<file path="src/hdl/ocp_pkg.sv">
// shared types, constants and the arctangent table of the orbit camera position block
package ocp_pkg;

	localparam int ANGLE_BITS_DEF = 16;
	localparam int SINE_BITS_DEF  = 16;

	localparam int IN_W      = 16;
	localparam int OUT_W     = 17;
	localparam int GAIN_W    = 16;
	localparam int RADIUS_W  = 16;
	localparam int LIMIT_W   = 15;
	localparam int CFG_IDX_W = 2;
	localparam int CFG_DAT_W = 16;
	localparam int OUT_MAX   = 65535;

	localparam logic [CFG_IDX_W-1:0] REG_TURN_GAIN       = 2'd0;
	localparam logic [CFG_IDX_W-1:0] REG_ORBIT_RADIUS    = 2'd1;
	localparam logic [CFG_IDX_W-1:0] REG_ELEVATION_LIMIT = 2'd2;

	localparam logic [GAIN_W-1:0]   TURN_GAIN_RST  = 16'd256;
	localparam logic [RADIUS_W-1:0] RADIUS_RST     = 16'd1536;
	localparam logic [LIMIT_W-1:0]  EL_LIMIT_RST   = 15'd16202;

	// trig operand select for the output scaler
	localparam logic [1:0] TRIG_SIN_AZ = 2'd0;
	localparam logic [1:0] TRIG_SIN_EL = 2'd1;
	localparam logic [1:0] TRIG_COS_AZ = 2'd2;

	// cordic gain in Q30
	localparam longint CORDIC_K_Q30 = 64'sd652032874;

	typedef struct packed {
		logic       load_in;
		logic       mul_en;
		logic       mul_dy;
		logic       upd_az;
		logic       upd_el;
		logic       cord_init;
		logic       cord_step;
		logic       cord_store;
		logic       cord_sel_el;
		logic       scale_mul;
		logic [1:0] mul_sel;
		logic       scale_res;
		logic       publish;
	} ocp_cmd_t;

	typedef struct packed {
		logic cord_last;
	} ocp_sts_t;

	// atan(2^-i) in units of 2^32 per turn
	function automatic logic [31:0] atan_entry(input logic [4:0] idx);
		logic [31:0] v;
		case (idx)
			5'd0:    v = 32'h20000000;
			5'd1:    v = 32'h12E4051E;
			5'd2:    v = 32'h09FB385B;
			5'd3:    v = 32'h051111D4;
			5'd4:    v = 32'h028B0D43;
			5'd5:    v = 32'h0145D7E1;
			5'd6:    v = 32'h00A2F61E;
			5'd7:    v = 32'h00517C55;
			5'd8:    v = 32'h0028BE53;
			5'd9:    v = 32'h00145F2F;
			5'd10:   v = 32'h000A2F98;
			5'd11:   v = 32'h000517CC;
			5'd12:   v = 32'h00028BE6;
			5'd13:   v = 32'h000145F3;
			5'd14:   v = 32'h0000A2FA;
			5'd15:   v = 32'h0000517D;
			5'd16:   v = 32'h000028BE;
			5'd17:   v = 32'h0000145F;
			5'd18:   v = 32'h00000A30;
			5'd19:   v = 32'h00000518;
			5'd20:   v = 32'h0000028C;
			5'd21:   v = 32'h00000146;
			5'd22:   v = 32'h000000A3;
			5'd23:   v = 32'h00000051;
			default: v = 32'h00000000;
		endcase
		return v;
	endfunction

endpackage

</file>
<file path="src/hdl/ocp_datapath.sv">
// datapath: angle update, shared cordic unit, output scaler and result registers
module ocp_datapath #(
	parameter int ANGLE_BITS = ocp_pkg::ANGLE_BITS_DEF,
	parameter int SINE_BITS  = ocp_pkg::SINE_BITS_DEF
) (
	input  logic                                clk,
	input  logic                                arst_n,
	input  ocp_pkg::ocp_cmd_t                   cmd,
	output ocp_pkg::ocp_sts_t                   sts,
	input  logic signed [ocp_pkg::IN_W-1:0]     delta_x,
	input  logic signed [ocp_pkg::IN_W-1:0]     delta_y,
	input  logic                                cfg_we,
	input  logic [ocp_pkg::CFG_IDX_W-1:0]       cfg_index,
	input  logic [ocp_pkg::CFG_DAT_W-1:0]       cfg_data,
	output logic signed [ocp_pkg::OUT_W-1:0]    pos_x,
	output logic signed [ocp_pkg::OUT_W-1:0]    pos_y,
	output logic signed [ocp_pkg::OUT_W-1:0]    pos_z
);

	localparam int IN_W    = ocp_pkg::IN_W;
	localparam int OUT_W   = ocp_pkg::OUT_W;
	localparam int PROD_W  = IN_W + ocp_pkg::GAIN_W + 1;
	localparam int STEP_W  = PROD_W - 8;
	localparam int SUM_W   = ((ANGLE_BITS > STEP_W) ? ANGLE_BITS : STEP_W) + 1;
	localparam int ZW      = 34;
	localparam int XW      = SINE_BITS + 3;
	localparam int TW      = SINE_BITS + 2;
	localparam int MW      = TW + ocp_pkg::RADIUS_W + 1;
	localparam int SC_W    = MW - SINE_BITS;
	localparam int CNT_W   = $clog2(SINE_BITS);

	localparam logic signed [SUM_W-1:0] QUARTER  = SUM_W'(longint'(1) << (ANGLE_BITS - 2));
	localparam logic signed [XW-1:0]    X0       = XW'((ocp_pkg::CORDIC_K_Q30 +
		(longint'(1) << (29 - SINE_BITS))) >>> (30 - SINE_BITS));
	localparam logic signed [XW-1:0]    TRIG_MAX = XW'(longint'(1) << SINE_BITS);
	localparam logic signed [MW-1:0]    ROUND    = MW'(longint'(1) << (SINE_BITS - 1));
	localparam logic signed [SC_W-1:0]  POS_MAX  = SC_W'(ocp_pkg::OUT_MAX);
	localparam logic [CNT_W-1:0]        CNT_LAST = CNT_W'(SINE_BITS - 1);

	logic signed [IN_W-1:0]               dx_q, dy_q;
	logic [ocp_pkg::GAIN_W-1:0]           gain_q;
	logic [ocp_pkg::RADIUS_W-1:0]         radius_q;
	logic [ocp_pkg::LIMIT_W-1:0]          limit_q;
	logic [ANGLE_BITS-1:0]                az_q;
	logic signed [ANGLE_BITS-1:0]         el_q;
	logic signed [PROD_W-1:0]             prod_q;
	logic signed [XW-1:0]                 cx_q, cy_q;
	logic signed [ZW-1:0]                 cz_q;
	logic                                 neg_q;
	logic [CNT_W-1:0]                     cnt_q;
	logic signed [TW-1:0]                 sin_az_q, cos_az_q, sin_el_q;
	logic signed [MW-1:0]                 mul_q;
	logic signed [OUT_W-1:0]              res_x_q, res_y_q, res_z_q;
	logic signed [OUT_W-1:0]              pos_x_q, pos_y_q, pos_z_q;

	logic signed [IN_W-1:0]               mul_d;
	logic signed [STEP_W-1:0]             step;
	logic signed [SUM_W-1:0]              el_sum, lim_s, el_sat;
	logic [ANGLE_BITS-1:0]                ang_sel;
	logic [31:0]                          a32, a_rot;
	logic                                 flip;
	logic signed [XW-1:0]                 sh_x, sh_y, xf, yf, xs, ys;
	logic signed [ZW-1:0]                 atan_z;
	logic signed [TW-1:0]                 trig_op;
	logic signed [SC_W-1:0]               scaled, pos_sat;

	assign mul_d = cmd.mul_dy ? dy_q : dx_q;
	assign step  = prod_q[PROD_W-1:8];

	// elevation sum at full width, clamped to the limit
	always_comb begin
		el_sum = {{(SUM_W-ANGLE_BITS){el_q[ANGLE_BITS-1]}}, el_q} +
			{{(SUM_W-STEP_W){step[STEP_W-1]}}, step};
		lim_s = $signed({{(SUM_W-ocp_pkg::LIMIT_W){1'b0}}, limit_q});
		if (lim_s > QUARTER) begin
			lim_s = QUARTER;
		end
		if (el_sum > lim_s) begin
			el_sat = lim_s;
		end else if (el_sum < -lim_s) begin
			el_sat = -lim_s;
		end else begin
			el_sat = el_sum;
		end
	end

	// quadrant fold into the right half plane
	always_comb begin
		ang_sel = cmd.cord_sel_el ? el_q : az_q;
		a32     = {ang_sel, {(32-ANGLE_BITS){1'b0}}};
		flip    = a32[31] ^ a32[30];
		a_rot   = {a32[31] ^ flip, a32[30:0]};
	end

	always_comb begin
		sh_x   = cy_q >>> cnt_q;
		sh_y   = cx_q >>> cnt_q;
		atan_z = $signed({{(ZW-32){1'b0}}, ocp_pkg::atan_entry(5'(cnt_q))});
		xf     = neg_q ? -cx_q : cx_q;
		yf     = neg_q ? -cy_q : cy_q;
		if (xf > TRIG_MAX) begin
			xs = TRIG_MAX;
		end else if (xf < -TRIG_MAX) begin
			xs = -TRIG_MAX;
		end else begin
			xs = xf;
		end
		if (yf > TRIG_MAX) begin
			ys = TRIG_MAX;
		end else if (yf < -TRIG_MAX) begin
			ys = -TRIG_MAX;
		end else begin
			ys = yf;
		end
	end

	always_comb begin
		case (cmd.mul_sel)
			ocp_pkg::TRIG_SIN_AZ: trig_op = sin_az_q;
			ocp_pkg::TRIG_SIN_EL: trig_op = sin_el_q;
			default:              trig_op = cos_az_q;
		endcase
		scaled = mul_q[MW-1:SINE_BITS];
		if (scaled > POS_MAX) begin
			pos_sat = POS_MAX;
		end else if (scaled < -POS_MAX) begin
			pos_sat = -POS_MAX;
		end else begin
			pos_sat = scaled;
		end
	end

	assign sts.cord_last = (cnt_q == CNT_LAST);

	always_ff @(posedge clk or negedge arst_n) begin
		if (!arst_n) begin
			gain_q   <= ocp_pkg::TURN_GAIN_RST;
			radius_q <= ocp_pkg::RADIUS_RST;
			limit_q  <= ocp_pkg::EL_LIMIT_RST;
			az_q     <= '0;
			el_q     <= '0;
		end else begin
			if (cfg_we) begin
				case (cfg_index)
					ocp_pkg::REG_TURN_GAIN:       gain_q   <= cfg_data;
					ocp_pkg::REG_ORBIT_RADIUS:    radius_q <= cfg_data;
					ocp_pkg::REG_ELEVATION_LIMIT: limit_q  <= cfg_data[ocp_pkg::LIMIT_W-1:0];
					default: ;
				endcase
			end
			if (cmd.upd_az) begin
				az_q <= az_q + step[ANGLE_BITS-1:0];
			end
			if (cmd.upd_el) begin
				el_q <= el_sat[ANGLE_BITS-1:0];
			end
		end
	end

	always_ff @(posedge clk) begin
		if (cmd.load_in) begin
			dx_q <= delta_x;
			dy_q <= delta_y;
		end
		if (cmd.mul_en) begin
			prod_q <= mul_d * $signed({1'b0, gain_q});
		end
		if (cmd.cord_init) begin
			cx_q  <= X0;
			cy_q  <= '0;
			cz_q  <= {{(ZW-32){a_rot[31]}}, a_rot};
			neg_q <= flip;
			cnt_q <= '0;
		end else if (cmd.cord_step) begin
			if (!cz_q[ZW-1]) begin
				cx_q <= cx_q - sh_x;
				cy_q <= cy_q + sh_y;
				cz_q <= cz_q - atan_z;
			end else begin
				cx_q <= cx_q + sh_x;
				cy_q <= cy_q - sh_y;
				cz_q <= cz_q + atan_z;
			end
			cnt_q <= cnt_q + 1'b1;
		end
		if (cmd.cord_store) begin
			if (cmd.cord_sel_el) begin
				sin_el_q <= ys[TW-1:0];
			end else begin
				sin_az_q <= ys[TW-1:0];
				cos_az_q <= xs[TW-1:0];
			end
		end
		if (cmd.scale_mul) begin
			mul_q <= $signed({1'b0, radius_q}) * trig_op + ROUND;
		end
		// results shift in x, y, z order
		if (cmd.scale_res) begin
			res_z_q <= pos_sat[OUT_W-1:0];
			res_y_q <= res_z_q;
			res_x_q <= res_y_q;
		end
		if (cmd.publish) begin
			pos_x_q <= res_x_q;
			pos_y_q <= res_y_q;
			pos_z_q <= res_z_q;
		end
	end

	assign pos_x = pos_x_q;
	assign pos_y = pos_y_q;
	assign pos_z = pos_z_q;

endmodule

</file>
<file path="src/hdl/ocp_controller.sv">
// controller: sequences angle update, two cordic passes, scaling and output transfer
module ocp_controller (
	input  logic              clk,
	input  logic              arst_n,
	input  logic              in_valid,
	output logic              in_ready,
	output logic              out_valid,
	input  logic              out_ready,
	input  ocp_pkg::ocp_sts_t sts,
	output ocp_pkg::ocp_cmd_t cmd
);

	typedef enum logic [3:0] {
		ST_IDLE,
		ST_MUL_DX,
		ST_UPD_AZ,
		ST_UPD_EL,
		ST_AZ_INIT,
		ST_AZ_ITER,
		ST_AZ_DONE,
		ST_EL_INIT,
		ST_EL_ITER,
		ST_EL_DONE,
		ST_SC0,
		ST_SC1,
		ST_SC2,
		ST_SC3,
		ST_PUBLISH
	} state_t;

	state_t state_q;
	logic   out_valid_q;
	logic   out_free;

	assign in_ready  = (state_q == ST_IDLE);
	assign out_valid = out_valid_q;
	assign out_free  = !out_valid_q || out_ready;

	always_comb begin
		cmd = '0;
		case (state_q)
			ST_IDLE:    cmd.load_in = in_valid;
			ST_MUL_DX:  cmd.mul_en = 1'b1;
			ST_UPD_AZ: begin
				cmd.upd_az = 1'b1;
				cmd.mul_en = 1'b1;
				cmd.mul_dy = 1'b1;
			end
			ST_UPD_EL:  cmd.upd_el = 1'b1;
			ST_AZ_INIT: cmd.cord_init = 1'b1;
			ST_AZ_ITER: cmd.cord_step = 1'b1;
			ST_AZ_DONE: cmd.cord_store = 1'b1;
			ST_EL_INIT: begin
				cmd.cord_init   = 1'b1;
				cmd.cord_sel_el = 1'b1;
			end
			ST_EL_ITER: cmd.cord_step = 1'b1;
			ST_EL_DONE: begin
				cmd.cord_store  = 1'b1;
				cmd.cord_sel_el = 1'b1;
			end
			ST_SC0: begin
				cmd.scale_mul = 1'b1;
				cmd.mul_sel   = ocp_pkg::TRIG_SIN_AZ;
			end
			ST_SC1: begin
				cmd.scale_res = 1'b1;
				cmd.scale_mul = 1'b1;
				cmd.mul_sel   = ocp_pkg::TRIG_SIN_EL;
			end
			ST_SC2: begin
				cmd.scale_res = 1'b1;
				cmd.scale_mul = 1'b1;
				cmd.mul_sel   = ocp_pkg::TRIG_COS_AZ;
			end
			ST_SC3:     cmd.scale_res = 1'b1;
			ST_PUBLISH: cmd.publish = out_free;
			default: ;
		endcase
	end

	always_ff @(posedge clk or negedge arst_n) begin
		if (!arst_n) begin
			state_q     <= ST_IDLE;
			out_valid_q <= 1'b0;
		end else begin
			if (state_q == ST_PUBLISH && out_free) begin
				out_valid_q <= 1'b1;
			end else if (out_ready) begin
				out_valid_q <= 1'b0;
			end
			case (state_q)
				ST_IDLE:    if (in_valid) state_q <= ST_MUL_DX;
				ST_MUL_DX:  state_q <= ST_UPD_AZ;
				ST_UPD_AZ:  state_q <= ST_UPD_EL;
				ST_UPD_EL:  state_q <= ST_AZ_INIT;
				ST_AZ_INIT: state_q <= ST_AZ_ITER;
				ST_AZ_ITER: if (sts.cord_last) state_q <= ST_AZ_DONE;
				ST_AZ_DONE: state_q <= ST_EL_INIT;
				ST_EL_INIT: state_q <= ST_EL_ITER;
				ST_EL_ITER: if (sts.cord_last) state_q <= ST_EL_DONE;
				ST_EL_DONE: state_q <= ST_SC0;
				ST_SC0:     state_q <= ST_SC1;
				ST_SC1:     state_q <= ST_SC2;
				ST_SC2:     state_q <= ST_SC3;
				ST_SC3:     state_q <= ST_PUBLISH;
				ST_PUBLISH: if (out_free) state_q <= ST_IDLE;
				default:    state_q <= ST_IDLE;
			endcase
		end
	end

endmodule

</file>
<file path="src/hdl/orbit_camera_position.sv">
// top level of the orbit camera position block
// Each pointer-motion transfer scales delta_x and delta_y by turn_gain, wraps the azimuth,
// clamps the elevation to elevation_limit and returns the orbit position
// (r*sin az, r*sin el, r*cos az) in signed Q8.8. Each item is finished before the next input
// transfer is accepted: a single shared CORDIC unit runs SINE_BITS iterations for the
// azimuth and then for the elevation, and one multiplier scales the three results in turn.
// A finished position sits in the output register while the next item is accepted and
// worked on. The configuration port is always ready; writes take effect at once and are
// meant for idle periods.
module orbit_camera_position #(
	parameter int ANGLE_BITS = ocp_pkg::ANGLE_BITS_DEF,
	parameter int SINE_BITS  = ocp_pkg::SINE_BITS_DEF
) (
	input  logic                             clk,
	input  logic                             arst_n,
	input  logic                             in_valid,
	output logic                             in_ready,
	input  logic signed [ocp_pkg::IN_W-1:0]  delta_x,
	input  logic signed [ocp_pkg::IN_W-1:0]  delta_y,
	output logic                             out_valid,
	input  logic                             out_ready,
	output logic signed [ocp_pkg::OUT_W-1:0] pos_x,
	output logic signed [ocp_pkg::OUT_W-1:0] pos_y,
	output logic signed [ocp_pkg::OUT_W-1:0] pos_z,
	input  logic                             cfg_valid,
	output logic                             cfg_ready,
	input  logic [ocp_pkg::CFG_IDX_W-1:0]    cfg_index,
	input  logic [ocp_pkg::CFG_DAT_W-1:0]    cfg_data
);

	ocp_pkg::ocp_cmd_t cmd;
	ocp_pkg::ocp_sts_t sts;
	logic              cfg_we;

	assign cfg_ready = 1'b1;
	assign cfg_we    = cfg_valid && cfg_ready;

	ocp_controller u_ctrl (
		.clk       (clk),
		.arst_n    (arst_n),
		.in_valid  (in_valid),
		.in_ready  (in_ready),
		.out_valid (out_valid),
		.out_ready (out_ready),
		.sts       (sts),
		.cmd       (cmd)
	);

	ocp_datapath #(
		.ANGLE_BITS (ANGLE_BITS),
		.SINE_BITS  (SINE_BITS)
	) u_dp (
		.clk       (clk),
		.arst_n    (arst_n),
		.cmd       (cmd),
		.sts       (sts),
		.delta_x   (delta_x),
		.delta_y   (delta_y),
		.cfg_we    (cfg_we),
		.cfg_index (cfg_index),
		.cfg_data  (cfg_data),
		.pos_x     (pos_x),
		.pos_y     (pos_y),
		.pos_z     (pos_z)
	);

endmodule

</file>
<file path="config.mk">
export PLATFORM = sky130hd
export DESIGN_NAME = orbit_camera_position
export DESIGN_NICKNAME = d
export VERILOG_FILES = /design/src/hdl/ocp_pkg.sv /design/src/hdl/ocp_datapath.sv /design/src/hdl/ocp_controller.sv /design/src/hdl/orbit_camera_position.sv
export SDC_FILE = /design/constraint.sdc
export NUM_CORES = 2
export LEC_CHECK = 0
export BUFFER_PORTS_ARGS = -buffer_cell sky130_fd_sc_hd__buf_2
export CORE_MARGIN = 10
export CORE_UTILIZATION = 32
export DETAILED_ROUTE_END_ITERATION = 10
export GPL_TIMING_DRIVEN = 0
export PLACE_DENSITY_LB_ADDON = 0.2
export SYNTH_ARGS = -nofsm -noshare
export SYNTH_HDL_FRONTEND = slang
export SYNTH_SLANG_ARGS = --single-unit
export TNS_END_PERCENT = 30
</file>
<file path="constraint.sdc">
create_clock -name clk -period 8.4 [get_ports clk]
set_input_delay 0.84 -clock clk [delete_from_list [all_inputs] [get_ports clk]]
set_output_delay 0.84 -clock clk [all_outputs]
set_load 0.005 [all_outputs]
</file>
==> flow_summary.yaml <==
timing:
  rsz0062_at_grt: "false"
  report.final.hold_viol_count: 0
  max_freq_ghz: 0.127
  finalSetupViolations: 0
  fin_crit_ns: 7.88
  slew_violations: 0
  slew_headroom: 0.145
  fin_skew_ns: 0.0193
  holdWs_ns: 0.179
  timing_worst_slew_pin_value_ns: 1.28
  period_share: 0.938
critical_path:
  crit_path_max_incr_delay_ns: 0.53
  timing.critical_path.arrival_ns: 8.26
  critical_path.startpoint: "u_ctrl.state_q[3]"
  r2r-end: "u_dp.prod_q[32]"
  worst-setup-path-type: "flip-flop to flip-flop"
  critPathCaptureType: "flip-flop"
  crit_slowest_cell: "fa_1"
  worstPathRequired_ns: 8.78
  critical-path-top-cell-by-count: "fa_1"
  ff2ff_setup_slack_ns: 0.52
  cpLargestDelayFamily: "adder cells"
  cp_max_fo: 11
  critical_path.startpoint_type: "flip-flop"
  cp_num_buf_inv: 7
  ff2ff_path_depth: 29
  worst_r2r_startpoint: "u_ctrl.state_q[3]"
route:
  first_pass_iteration_count_of_the_detailed_router: 6
  drt-total-wl_mm: 131
  drt-wirelength-per-cell_um: 18.8
  antenna_left: 0
  vias: 34438
  drt_drc_violations_left: 0
  routed_via_density: 4.97
  drt_iter0_markers: 2167
global_routing:
  grt.met1_usage: 0.228
  global_route_wire_length_before_repair_mm: 205
  grt_most_used_layer: "met2"
  maximum_number_of_pins_on_one_net_before_global_route_repair: 52
  grt_util_met2: 0.264
  vias_in_the_first_global_route: 35375
  global_route.overflow_total: 0
  antenna_found_initial: 5
  groute.usage.overall: 0.163
  grt_use_met3: 0.0272
place:
  buffer_ports.inserted: 107
  dp_cells: 6832
  placed_cell_area_um2: 48800
  globalplace.congestion: 0.905
  hpwl_mm: 106
cts:
  cts-root-to-sink-buffers: 3
  cts_root_buffer: "clkbuf_16"
  clkSinkCount: 423
  cts.reportedPaths.clkPinSlew_ns: 0.06
  cts_max_level: 2
  cts_inserted_buffers: 54
  cts_tree: "yes"
  insertion_delay_ns: 0.64
synth:
  syn-num-nets: 5749
  yosysTopAreaCellShare: 0.215
  synth_edf_count: 251
  ys_async_sr_fraction: 0.199
  yosysWarnings: 0
  number_of_different_library_cells_in_the_post_synthesis_netlist: 94
  yosysSeqAreaShare: 0.250
  synth_area_leader_cell: "fa_1"
  number_of_synthesized_register_bits: 423
  synthesis.area_um2: 45700
  yosys-top-cells-area: "fa_1 21%, edfxtp_1 17%, ha_1 10%"
  synthesis.area_per_instance_um2: 9.47
  syn_inst: 4822
  synth_ff_type: "edfxtp_1"
die:
  die_area_um2: 158000
  die_x_um: 398
  ios: 109
  fp-row-count: 138
  die-height_um: 398
  initial_utilization: 0.322
  coreArea_um2: 142000
finish:
  area.growth.synth_to_final_pct: 11.6
  final_cell_mix: "710 x inv_1, 489 x fa_1, 470 x nand2_1"
  mostFrequentLayoutCell: "inv_1"
  post_layout_nonfiller_instances: 6935
  design_area_um2: 50900
  number_of_nets_in_the_layout: 5927
  fraction_of_layout_instances_using_a_drive_strength_above_1: 0.0930
worst_hold_path:
  hold_path_class: "input pin to asynchronous set/reset pin"
status:
  outcome: "finished, final reports clean"
flow_run:
  max-cap-violations: 0
-- stage by stage --
step	TNS, ns	util	setup WS, ns
finish	0	0.360	0.519
global route	0	0.360	0.0287
CTS	0	0.359	0.0192
detailed placement	-29.84	0.345	-1.66
global placement	-40.68	0.343	-1.88
floorplan	0	-	0.901
-- how the worst max path moves through the flow --
stage | to | slack (ns) | cells past startpoint
2_1_floorplan | u_dp.prod_q[26] | 0.90 | 28
3_3_place_gp | u_dp.prod_q[26] | -1.88 | 29
3_5_place_dp | u_dp.mul_q[34] | -1.66 | 28
4_1_cts | u_dp.prod_q[26] | 0.02 | 28
5_1_grt | u_dp.prod_q[26] | 0.03 | 27
6_report | u_dp.prod_q[32] | 0.52 | 29
-- sequential cells by signal, summed over array words and instances, names as in the netlist, 17 cells and up --
| name | flops |
|---|---|
| u_dp.sin_az_q | 18 |
| u_dp.mul_q | 19 |
| u_dp.pos_y | 17 |
| u_dp.sin_el_q | 18 |
| u_dp.cos_az_q | 18 |
| u_dp.res_x_q | 17 |
| u_dp.prod_q | 25 |
| u_dp.cx_q | 19 |
| u_dp.cz_q | 34 |
| u_dp.pos_z | 17 |
| u_dp.pos_x | 17 |
| u_dp.atan_z | 30 |
| u_dp.res_z_q | 17 |
| u_dp.res_y_q | 17 |
| u_dp.cy_q | 19 |
-- cell type report --
cell class                      count  area (um^2)
Clock buffer                       65         1440
Multi-Input combinational cell   3463        30900
Sequential cell                   423        11400
Inverter                          716         2700
Buffer                            214          942
Tap cell                         1890         2360
Timing Repair Buffer              128          790
Fill cell                       14621        90600
Clock inverter                     35          378
Antenna cell                        1         2.50
-- Yosys cell counts, types with 28 or more instances --
| library cell | n |
|---|---|
| inv_1 | 712 |
| fa_1 | 490 |
| nand2_1 | 477 |
| ha_1 | 382 |
| nor2_1 | 272 |
| edfxtp_1 | 251 |
| and2_1 | 239 |
| a21oi_1 | 200 |
| o21ai_0 | 189 |
| clkbuf_1 | 184 |
| xor2_1 | 118 |
| xnor2_1 | 110 |
| dfxtp_1 | 88 |
| nor3_1 | 85 |
| nand3_1 | 83 |
| a21o_1 | 82 |
| nor2b_1 | 75 |
| dfrtp_1 | 72 |
| mux2_2 | 71 |
| mux2i_1 | 62 |
| nand2b_1 | 37 |
| and3_1 | 33 |
| o22ai_1 | 33 |
| o21a_1 | 31 |
| mux4_2 | 30 |
| or2_2 | 28 |
-- kinds of logic after synthesis --
kind of cell	synth area share
AOI/OAI and AO/OA	0.105
other	0.0000821
xor gates and xnor gates	0.0437
and+or+nand+nor	0.154
muxes	0.0494
buffers and inverters	0.0786
adders and majority gates	0.320
DFF	0.250
-- what timing repair did --
| action | in CTS | in global routing |
|---|---|---|
| setup buffers | 2 | 6 |
| resized for setup | 56 | 69 |
| pin swaps | 2 | 0 |
| endpoints found under the setup margin | 36 | 17 |
| hold buffers | 0 | 0 |
-- layer usage --
| layer | up-vias | share of wire |
|---|---|---|
| met5 | - | 0 |
| met4 | 0 | 0.018 |
| met1 | 17127 | 0.47 |
| met3 | 141 | 0.058 |
| met2 | 797 | 0.46 |
| li1 | 16373 | - |
Power is left out: the tool's default activity adds up to more than one toggle a clock period on the data nets, which glitch-free logic cannot reach.
